<file path="src/hw/rtl/ftint_pkg.sv">
// Shared types, constants and widths of the flow trajectory integrator.
`default_nettype none
package ftint_pkg;

    localparam int MAX_WINDOW       = 64;
    localparam int WIN_AW           = $clog2(MAX_WINDOW);
    localparam int WIN_FILL_W       = $clog2(MAX_WINDOW + 1);
    localparam int MAX_FRAME_PIXELS = 2097152;
    localparam int CNT_W            = $clog2(MAX_FRAME_PIXELS + 1);
    localparam int TRACK_WIDTH      = 800;
    localparam int TRACK_HEIGHT     = 600;

    localparam int SUM_W      = 38;
    localparam int WSUM_W     = 31;
    localparam int POS_W      = 26;
    localparam int MUL_W      = 31;
    localparam int DIV_NUM_W  = 61;
    localparam int DIV_DEN_W  = 32;
    localparam int SQ_IN_W    = 32;
    localparam int SQ_ROOT_W  = SQ_IN_W / 2;
    localparam int SQ_REM_W   = SQ_ROOT_W + 2;
    localparam int FIFO_DEPTH = 4;
    localparam int FIFO_AW    = $clog2(FIFO_DEPTH);

    localparam logic [POS_W-1:0] POS_X_RESET = POS_W'((TRACK_WIDTH << 16) / 2);
    localparam logic [POS_W-1:0] POS_Y_RESET = POS_W'((TRACK_HEIGHT << 16) / 2);
    localparam logic [POS_W-1:0] POS_X_MAX   = POS_W'((TRACK_WIDTH - 1) << 16);
    localparam logic [POS_W-1:0] POS_Y_MAX   = POS_W'((TRACK_HEIGHT - 1) << 16);

    localparam logic [14:0] CLIP_RESET = 15'd2560;
    localparam logic [15:0] THR_RESET  = 16'd655;
    localparam logic [6:0]  WLEN_RESET = 7'd5;
    localparam logic [15:0] GAIN_RESET = 16'd6400;

    localparam logic [1:0] CFG_CLIP = 2'd0;
    localparam logic [1:0] CFG_THR  = 2'd1;
    localparam logic [1:0] CFG_WLEN = 2'd2;
    localparam logic [1:0] CFG_GAIN = 2'd3;

    typedef struct packed {
        logic [14:0] clip;
        logic [15:0] thr;
        logic [6:0]  wlen;
        logic [15:0] gain;
    } cfg_t;

    typedef struct packed {
        logic               frame_end;
        logic signed [15:0] flow_dy;
        logic signed [15:0] flow_dx;
    } item_t;

    typedef struct packed {
        logic                 start;
        logic [DIV_NUM_W-1:0] num;
        logic [DIV_DEN_W-1:0] den;
    } div_req_t;

    typedef struct packed {
        logic                 done;
        logic [DIV_NUM_W-1:0] quo;
    } div_rsp_t;

    typedef struct packed {
        logic               start;
        logic [SQ_IN_W-1:0] value;
    } sqrt_req_t;

    typedef struct packed {
        logic                 done;
        logic [SQ_ROOT_W-1:0] root;
        logic [SQ_REM_W-1:0]  rem;
    } sqrt_rsp_t;

    typedef struct packed {
        logic [21:0]        unclipped_count;
        logic [15:0]        peak_magnitude;
        logic [23:0]        mag_mean;
        logic [15:0]        track_y;
        logic [15:0]        track_x;
        logic signed [23:0] smooth_dy;
        logic signed [23:0] smooth_dx;
        logic signed [23:0] clipped_mean_dy;
        logic signed [23:0] clipped_mean_dx;
        logic signed [23:0] mean_dy;
        logic signed [23:0] mean_dx;
    } result_t;

endpackage
`default_nettype wire

</file>
<file path="src/hw/rtl/ftint_front.sv">
// Input side: accepts flow vectors and queues them for the back end.
`default_nettype none
module ftint_front (
    input  wire logic              aclk,
    input  wire logic              aresetn,
    input  wire logic              s_tvalid,
    output logic                   s_tready,
    input  wire logic [31:0]       s_tdata,
    input  wire logic              s_tlast,
    output logic                   q_valid,
    output ftint_pkg::item_t       q_item,
    input  wire logic              q_pop
);
    localparam int AW    = ftint_pkg::FIFO_AW;
    localparam int DEPTH = ftint_pkg::FIFO_DEPTH;

    ftint_pkg::item_t   fifo_reg [DEPTH];
    logic [AW-1:0]      wr_ptr_reg;
    logic [AW-1:0]      rd_ptr_reg;
    logic [AW:0]        count_reg;
    logic               push;
    logic               pop;

    assign s_tready = (count_reg != (AW+1)'(DEPTH));
    assign q_valid  = (count_reg != '0);
    assign push     = s_tvalid && s_tready;
    assign pop      = q_pop && q_valid;
    assign q_item   = fifo_reg[rd_ptr_reg];

    always_ff @(posedge aclk) begin
        if (push) begin
            fifo_reg[wr_ptr_reg] <= '{frame_end: s_tlast,
                                      flow_dy: s_tdata[31:16],
                                      flow_dx: s_tdata[15:0]};
        end
    end

    always_ff @(posedge aclk) begin
        if (!aresetn) begin
            wr_ptr_reg <= '0;
            rd_ptr_reg <= '0;
            count_reg  <= '0;
        end else begin
            if (push) wr_ptr_reg <= wr_ptr_reg + AW'(1);
            if (pop)  rd_ptr_reg <= rd_ptr_reg + AW'(1);
            if (push && !pop) begin
                count_reg <= count_reg + (AW+1)'(1);
            end else if (pop && !push) begin
                count_reg <= count_reg - (AW+1)'(1);
            end
        end
    end
endmodule
`default_nettype wire

</file>
<file path="config.mk">
export PLATFORM = sky130hd
export DESIGN_NAME = ftint_front
export DESIGN_NICKNAME = d
export VERILOG_FILES = /design/src/hw/rtl/ftint_pkg.sv /design/src/hw/rtl/ftint_front.sv
export SDC_FILE = /design/constraint.sdc
export NUM_CORES = 1
export LEC_CHECK = 0
export BUFFER_PORTS_ARGS = -buffer_cell sky130_fd_sc_hd__buf_2
export CAP_MARGIN = 10
export CORE_UTILIZATION = 50
export CTS_CLUSTER_DIAMETER = 40
export CTS_CLUSTER_SIZE = 28
export DETAILED_ROUTE_END_ITERATION = 7
export PLACE_DENSITY = 0.75
export REMOVE_ABC_BUFFERS = 1
export SLEW_MARGIN = 20
export SYNTH_ARGS = -nofsm -noshare
export SYNTH_HDL_FRONTEND = slang
export SYNTH_SLANG_ARGS = --single-unit
</file>
<file path="constraint.sdc">
create_clock -name aclk -period 6.5 [get_ports aclk]
set_input_delay 1.3 -clock aclk [delete_from_list [all_inputs] [get_ports aclk]]
set_output_delay 1.3 -clock aclk [all_outputs]
set_load 0.02 [all_outputs]
</file>
* After elaboration in Yosys (flattened, before gate mapping)
Memory sizes are Yosys's and may differ from the RTL's. A register that Yosys moved wholly into a read port is not among the register bits.
Index checks and enable logic that the tools add are counted.
** Storage, ports and cells
- Memory bits (writable) :: 132
- Word-level logic and storage cells :: 23
- Register bits after elaboration :: 7
- Memories :: 1
- Output and inout port bits :: 35
** Memories
- fifo_reg :: depth 4, width 33, rd ports 1, clocked after Yosys merged registers in 1, wr ports 1, RTL line ftint_front.sv:17 : ftint_pkg::item_t fifo_reg [DEPTH];
** Operators by class
- Multiplexer cells :: 6
- $add $sub $neg :: 4
- Reductions and logical operators :: 8
- Equality and inequality tests :: 1
** Operator list (count)
- 3-bit two-way mux :: 2
- 2-bit by 1-bit adder with 2-bit output (second input constant) :: 2
- 1-bit logical AND :: 4
- 2-bit two-way mux :: 2
- 3-bit by 1-bit adder with 3-bit output (second input constant) :: 1
- 3-bit != test (second input constant) :: 1
- 3-bit nonzero test :: 1
- 3-bit by 1-bit subtractor with 3-bit output (second input constant) :: 1
- 1-bit logical NOT :: 2
- 1-bit two-way mux :: 2
- 2-bit nonzero test :: 1

* Longest topological paths before layout
Gate-level depths: netlist of run 1.
- Depth in word-level cells :: 6
- Depth in mapped cells :: 8
- Depth with buffers taken out :: 8

* Least setup slack after synthesis of run 1
No wires, ideal clock.
- Path kind :: input port to flip-flop
- From :: in s_tvalid
- To :: reg count_reg[2]
- Path buffers :: 0
- Setup time :: 76 ps
- Data arrival time :: 2779 ps
- Data required time :: 6424 ps
- Stages :: 7
- Setup slack :: 3646 ps
- Path through :: a21boi_2 ha_1 inv_1 fa_1 xor2_1 or3_1 a21boi_0
** On the way
- Word-level cells in the longest chain between the ends :: 4
- Elaborated cells between the ends (all ways) :: 6
- Classes of those cells :: mux: 1; reduce/logical: 5
** RTL lines
- start, declared :: RTL line ftint_front.sv:6 : input wire logic s_tvalid,
- 1-bit logical AND (*) :: RTL line ftint_front.sv:26 : assign push = s_tvalid && s_tready;
- 1-bit logical NOT :: RTL line ftint_front.sv:48 : end else if (pop && !push) begin
- 1-bit logical AND :: RTL line ftint_front.sv:48
- 2-bit nonzero test (no source line)
- end signal, assigned :: RTL line ftint_front.sv:47 : count_reg <= count_reg + (AW+1)'(1);
- end signal, assigned :: RTL line ftint_front.sv:49 : count_reg <= count_reg - (AW+1)'(1);
- end, declared :: RTL line ftint_front.sv:20 : logic [AW:0] count_reg;
Mark *: on every way between the ends. The rest lies on a longest branch, timed or not.
A chain may end at the register's enable or synchronous reset.

==> results of run 1 <==
final timing paths:
path                                                  from                         end  slack, ns  cells past startpoint
worst max-delay path                             flip-flop                   q_item[3]       2.80                      3
worst min-delay path            wr_ptr_reg[1]$_SDFFE_PN0P_  wr_ptr_reg[1]$_SDFFE_PN0P_       0.50                      2
worst max register to register   count_reg[0]$_SDFFE_PN0P_   count_reg[2]$_SDFFE_PN0P_       4.14                      8
worst min register to register  wr_ptr_reg[1]$_SDFFE_PN0P_  wr_ptr_reg[1]$_SDFFE_PN0P_       0.50                      2
layout make-up:
type	count	area [um2]
flip-flops and latches	141	4150
repair buffers	72	363
multi-input cells	68	1060
well taps	136	170
clock inverters	10	51.3
clock buffers	21	429
inverters	3	11.3
fillers	723	4090
tightest hold or removal path, cell delays in order, from the launching register on:
cell	delay, ns
dfxtp_1	0.33
nand2_1	0.06
mux2i_1	0.06
where the power goes:
part,internal (uW),leakage [uW],total (uW),switching (uW)
sequential,1110,0.00128,1180,75.4
combinational,271,0.000603,590,319
clock,457,0.000234,782,325
total,1840,0.00212,2560,720
layer usage:
layer / vias to the layer above / GRT usage
met4: 0 / 0.0664
met2: 64 / 0.273
met3: 9 / 0.0655
li1: 1088 / -
met1: 1200 / 0.202
met5: - / 0
cells by family (layout without fill, tap and decap cells):
logic type                 Yosys count  in the layout  synth area share
DFF                                141            141             0.781
muxes                               36             36             0.148
and+or+nand+nor                     17             17            0.0172
buffers and inverters               12            106            0.0198
adders and majority gates            6              6            0.0156
AOI/OAI and AO/OA                    5              5            0.0116
xor gates and xnor gates             4              4           0.00661
cells in the mapped netlist:
library cell	n
mux4_1	3
dfxtp_1	9
o311ai_2	1
nand2_1	5
clkbuf_1	2
or3_1	2
inv_1	3
xor2_1	1
buf_12	3
and2_1	8
o31ai_4	1
ha_1	5
fa_1	1
a21boi_0	1
o21ai_0	1
nor2b_1	1
mux4_2	30
mux2i_1	3
xnor2_1	3
buf_2	3
edfxtp_1	132
nor2_1	1
a21boi_2	1
buf_6	1
stage by stage:
stage / utilization / power [uW] / hold slack [ns] / setup WS, ns
floorplan: - / 1610 / 0.468 / 2.93
global route: 0.604 / 2670 / 0.528 / 2.62
CTS: 0.604 / 2590 / 0.505 / 2.71
global placement: 0.557 / 1790 / 0.482 / 3.29
detailed placement: 0.557 / 1810 / 0.498 / 3.27
finish: 0.604 / 2560 / 0.500 / 2.80
==> flow_summary_export.csv, run 1 <==
group,metric,value,unit
status,outcome,"complete, no violations",
yosys,yosys_warnings,0,
sta,rsz0062_at_grt,"no",
clock_network,post_cts_buffers,0,
sta,fmaxAchievable,270,MHz
cells_and_area,stdcell_area,6230,um2
route,wl_per_cell,18.5,um
clock_network,post_cts_resize_count,0,
route,dr.max_layer_used,"met4",
yosys,yosysTopAreaCellShare,0.747,
route,routed-wl-met3,429,um
min_path,min_path_type,"flip-flop to flip-flop",
sta,finalCritPeriodShare,0.569,
setup_path,endpoint_kind,"output port",
cells_and_area,fin_cells,451,
sta,tightestPinTransition,0.909,ns
cells_and_area,nets,346,
global_route,grt_pass1_wl,13.2,mm
die,io_pins,72,
setup_path,path_cells,"buf_4 > mux4_2 > buf_2",
yosys,yosysUniqueCellTypes,24,
route,drt_iter0_drc,87,
sta,relSlewSlack,0.394,
global_route,grt_pass1_vias,2570,
pwr,irDropWorstVdd,0.189,mV
sta,finalCriticalPeriod,3.70,ns
setup_path,slowest_delay,0.66,ns
sta,final_max_slew_viol_count,0,
placed_design,dp_hpwl,4.87,mm
flow_run,cap_viol_max_count,0,
clock_network,cts_hold_buf,0,
clock_network,clock-root-buffer,"clkbuf_8",
clock_network,clock_latency,0.51,ns
cells_and_area,largest_reg_flops,132,
sta,setup_violations,0,
cells_and_area,final_common_cell,"edfxtp_1",
global_route,overflow,0,
sta,finalHoldViolCount,0,
yosys,ys_top_cells_by_area,"edfxtp_1, mux4_2, dfxtp_1",
setup_path,cp_max_fo,19,
route,routed-wl-met2,4.23,mm
setup_path,worstPathRequired,5.20,ns
setup_path,crit_slowest_cell,"dfxtp_2",
clock_network,cts_buffers,17,
die,start_util,0.514,
placed_design,placed_area,5750,um2
yosys,syn-cell-area,5300,um2
yosys,synth_top_area_cell,"edfxtp_1",
placed_design,port_buffers,71,
setup_path,critPathTopFamily,"flip-flops",
clock_network,cts_tree,"built",
clock_network,cts-htree-levels,4,
route,vias_per_cell,5.24,
route,antenna_left,0,
global_route,gr-usage-all-layers,0.168,
yosys,synth-seq-cells,141,
die,die_x,105,um
setup_path,arrival,2.40,ns
clock_network,cts.path.max_buffers,2,
clock_network,cts_sinks,141,
sta,tns,0,ns
route,wl_met1,3.58,mm
route,routed_wl,8.34,mm
yosys,synth.avg_cell_area,24.0,um2
cells_and_area,insertedDiodeCount,0,
placed_design,placed_cells,420,
yosys,synthCells,221,
die,core_area,10300,um2
die,fp-row-count,37,
cells_and_area,final_cell_mix,"edfxtp_1, buf_2, mux4_2, clkbuf_16, dfxtp_1",
sta,finalClockSkew,0.00623,ns
setup_path,crit_type,"flip-flop to output port",
placed_design,gp_congestion,0.634,
route,drt-pass1-iter-count,5,
pwr,power_density,410,nW/um2
cells_and_area,syn_to_final_growth,17.5,%
cells_and_area,drive_gt1_frac,0.429,
die,die_area,11000,um2
yosys,yosysSeqAreaShare,0.781,
global_route,antenna_found_initial,0,
die,die-height,105,um
route,drc,0,
setup_path,path_buf_inv,2,
setup_path,start_kind,"flip-flop",
route,vias,2361,
clock_network,clk_pin_slew_worst_paths,0.06,ns
pwr,leakage,0.00212,uW
global_route,grt_start_max_net_pins,34,
Note: power is estimated with default switching activity, not from simulation.
==> run 2, diff against run 1 <==
==> constraint.sdc (replaced) <==
create_clock -name aclk -period 3.7 [get_ports aclk]
set_input_delay 0.74 -clock aclk [delete_from_list [all_inputs] [get_ports aclk]]
set_output_delay 0.74 -clock aclk [all_outputs]
set_load 0.02 [all_outputs]
==> flow_summary_export.csv, run 2 (synthesis results as in run 1) <==
group,metric,value,unit
cells_and_area,multiInputGateArea,1060,um2
global_route,grt_pass1_wl,13.3,mm
sta,tightestPinTransition,0.932,ns
route,vias_per_cell,5.30,
setup_path,arrival,2.20,ns
cells_and_area,final_common_cell,"edfxtp_1",
setup_path,worst_r2r_startpoint,"count_reg[0]$_SDFFE_PN0P_",
route,wl_per_cell,19.0,um
sta,hold_ws,0.439,ns
placed_design,port_buffers,71,
clock_network,cts-htree-levels,4,
pwr,swShare,0.286,
status,outcome,"complete, no violations",
pwr,power.share.clock,0.325,
pwr,p_switching,1330,uW
route,drt_iter0_drc,106,
pwr,power,4660,uW
sta,finalClockSkew,0.00902,ns
die,die-height,105,um
pwr,internal_power,3330,uW
cells_and_area,final_cell_mix,"edfxtp_1, buf_2, mux4_2, clkbuf_16",
pwr,leakage,0.00213,uW
cells_and_area,fillCellCount,724,
sta,rsz0062_at_grt,"no",
min_path,min_path_type,"input pin to flip-flop",
sta,finalHoldViolCount,0,
clock_network,post_cts_resize_count,0,
cells_and_area,nets,346,
setup_path,start_kind,"flip-flop",
clock_network,clk_pin_slew_worst_paths,0.06,ns
clock_network,cts_sinks,141,
flow_run,cap_viol_max_count,0,
setup_path,endpoint_kind,"output port",
sta,fin_ws,0.758,ns
clock_network,cts_buffers,17,
cells_and_area,largest_reg_flops,132,
global_route,gr-usage-all-layers,0.171,
pwr,p_comb_frac,0.229,
global_route,antenna_found_initial,2,
clock_network,cts_tree,"built",
route,drt-pass1-iter-count,5,
die,fp-row-count,37,
setup_path,cp_max_fo,21,
pwr,irDropWorstVdd,0.350,mV
global_route,grt_pass1_vias,2540,
cells_and_area,syn_to_final_growth,18.9,%
sta,tns,0,ns
sta,finalCritPeriodShare,0.795,
placed_design,dp_hpwl,5.00,mm
die,die_area,11000,um2
die,core_area,10300,um2
pwr,power_density,739,nW/um2
sta,finalCriticalPeriod,2.94,ns
sta,final_max_slew_viol_count,0,
sta,relSlewSlack,0.379,
cells_and_area,seqCellArea,4150,um2
setup_path,crit_type,"flip-flop to output port",
setup_path,worstPathRequired,2.96,ns
clock_network,clock-root-buffer,"clkbuf_8",
clock_network,cts_hold_buf,0,
global_route,overflow,0,
global_route,grt_start_max_net_pins,34,
placed_design,gp_congestion,0.696,
clock_network,cts.path.max_buffers,2,
clock_network,post_cts_buffers,0,
cells_and_area,postLayoutCoreUtil,0.611,
route,antenna_left,0,
die,die_x,105,um
route,vias,2401,
route,routed_wl,8.61,mm
die,start_util,0.514,
placed_design,dp_slack,1.18,ns
sta,fmaxAchievable,340,MHz
route,drc,0,
pwr,power_frac_seq,0.446,
die,io_pins,72,
setup_path,ff2ff_setup_slack,1.38,ns
min_path,hp-start,"s_tdata[15]",
sta,setup_violations,0,
clock_network,clock_latency,0.51,ns
cells_and_area,drive_gt1_frac,0.446,
run 2: changes by cell type in the layout (fill, tap and decap cells not counted):
cell / delta
clkinvlp_4: +5
bufinv_16: +1
inv_6: +2
clkinv_1: -3
buf_4: -1
buf_12: +1
diode_2: +1
clkinv_4: +1
clkbuf_1: -2
clkinv_2: -3
run 2: worst paths after layout:
| check | to | depth (start not counted) |
|---|---|---|
| hold reg to reg | wr_ptr_reg[1]$_SDFFE_PN0P_ | 2 |
| hold / removal | fifo_reg[0][15]$_DFFE_PP_ | 1 |
| setup reg to reg | count_reg[2]$_SDFFE_PN0P_ | 8 |
| setup / recovery | q_item[28] | 3 |
run 2: critical path: stages (launching register included):
cell and delay, ns:
dfxtp_2 0.66, buf_12 0.28, mux4_1 0.57, buf_2 0.17
run 2: area by class of cell:
class | instances | share of cell area
flip-flops and latches | 141 | 0.658
multi-input cells | 68 | 0.168
clock buffers | 19 | 0.0669
repair buffers | 72 | 0.0595
well taps | 136 | 0.0270
clock inverters | 13 | 0.0188
inverters | 3 | 0.00179
diodes | 1 | 0.000397
run 2: power by group through the flow:
stage,Clock [uW],Combinational [uW],Sequential [uW]
finish,1510,1070,2080
global route,1610,1140,2100
CTS,1540,1090,2080
detailed placement,0,1080,2120
global placement,0,1070,2100
floorplan,0,719,2110
run 2: routing by layer:
layer | wire length, um | up-vias | global-route usage
met5 | 0 | - | 0
met4 | 68 | 0 | 0.0624
met3 | 511 | 6 | 0.0680
met2 | 4370 | 79 | 0.289
met1 | 3650 | 1232 | 0.196
li1 | - | 1084 | -
run 2: per-stage QoR:
step           cell area [um2]  cells
6_report                  6310    453
5_1_grt                   6300    452
4_1_cts                   6300    452
3_5_place_dp              5760    420
3_3_place_gp              5760    420
2_1_floorplan             5210    212
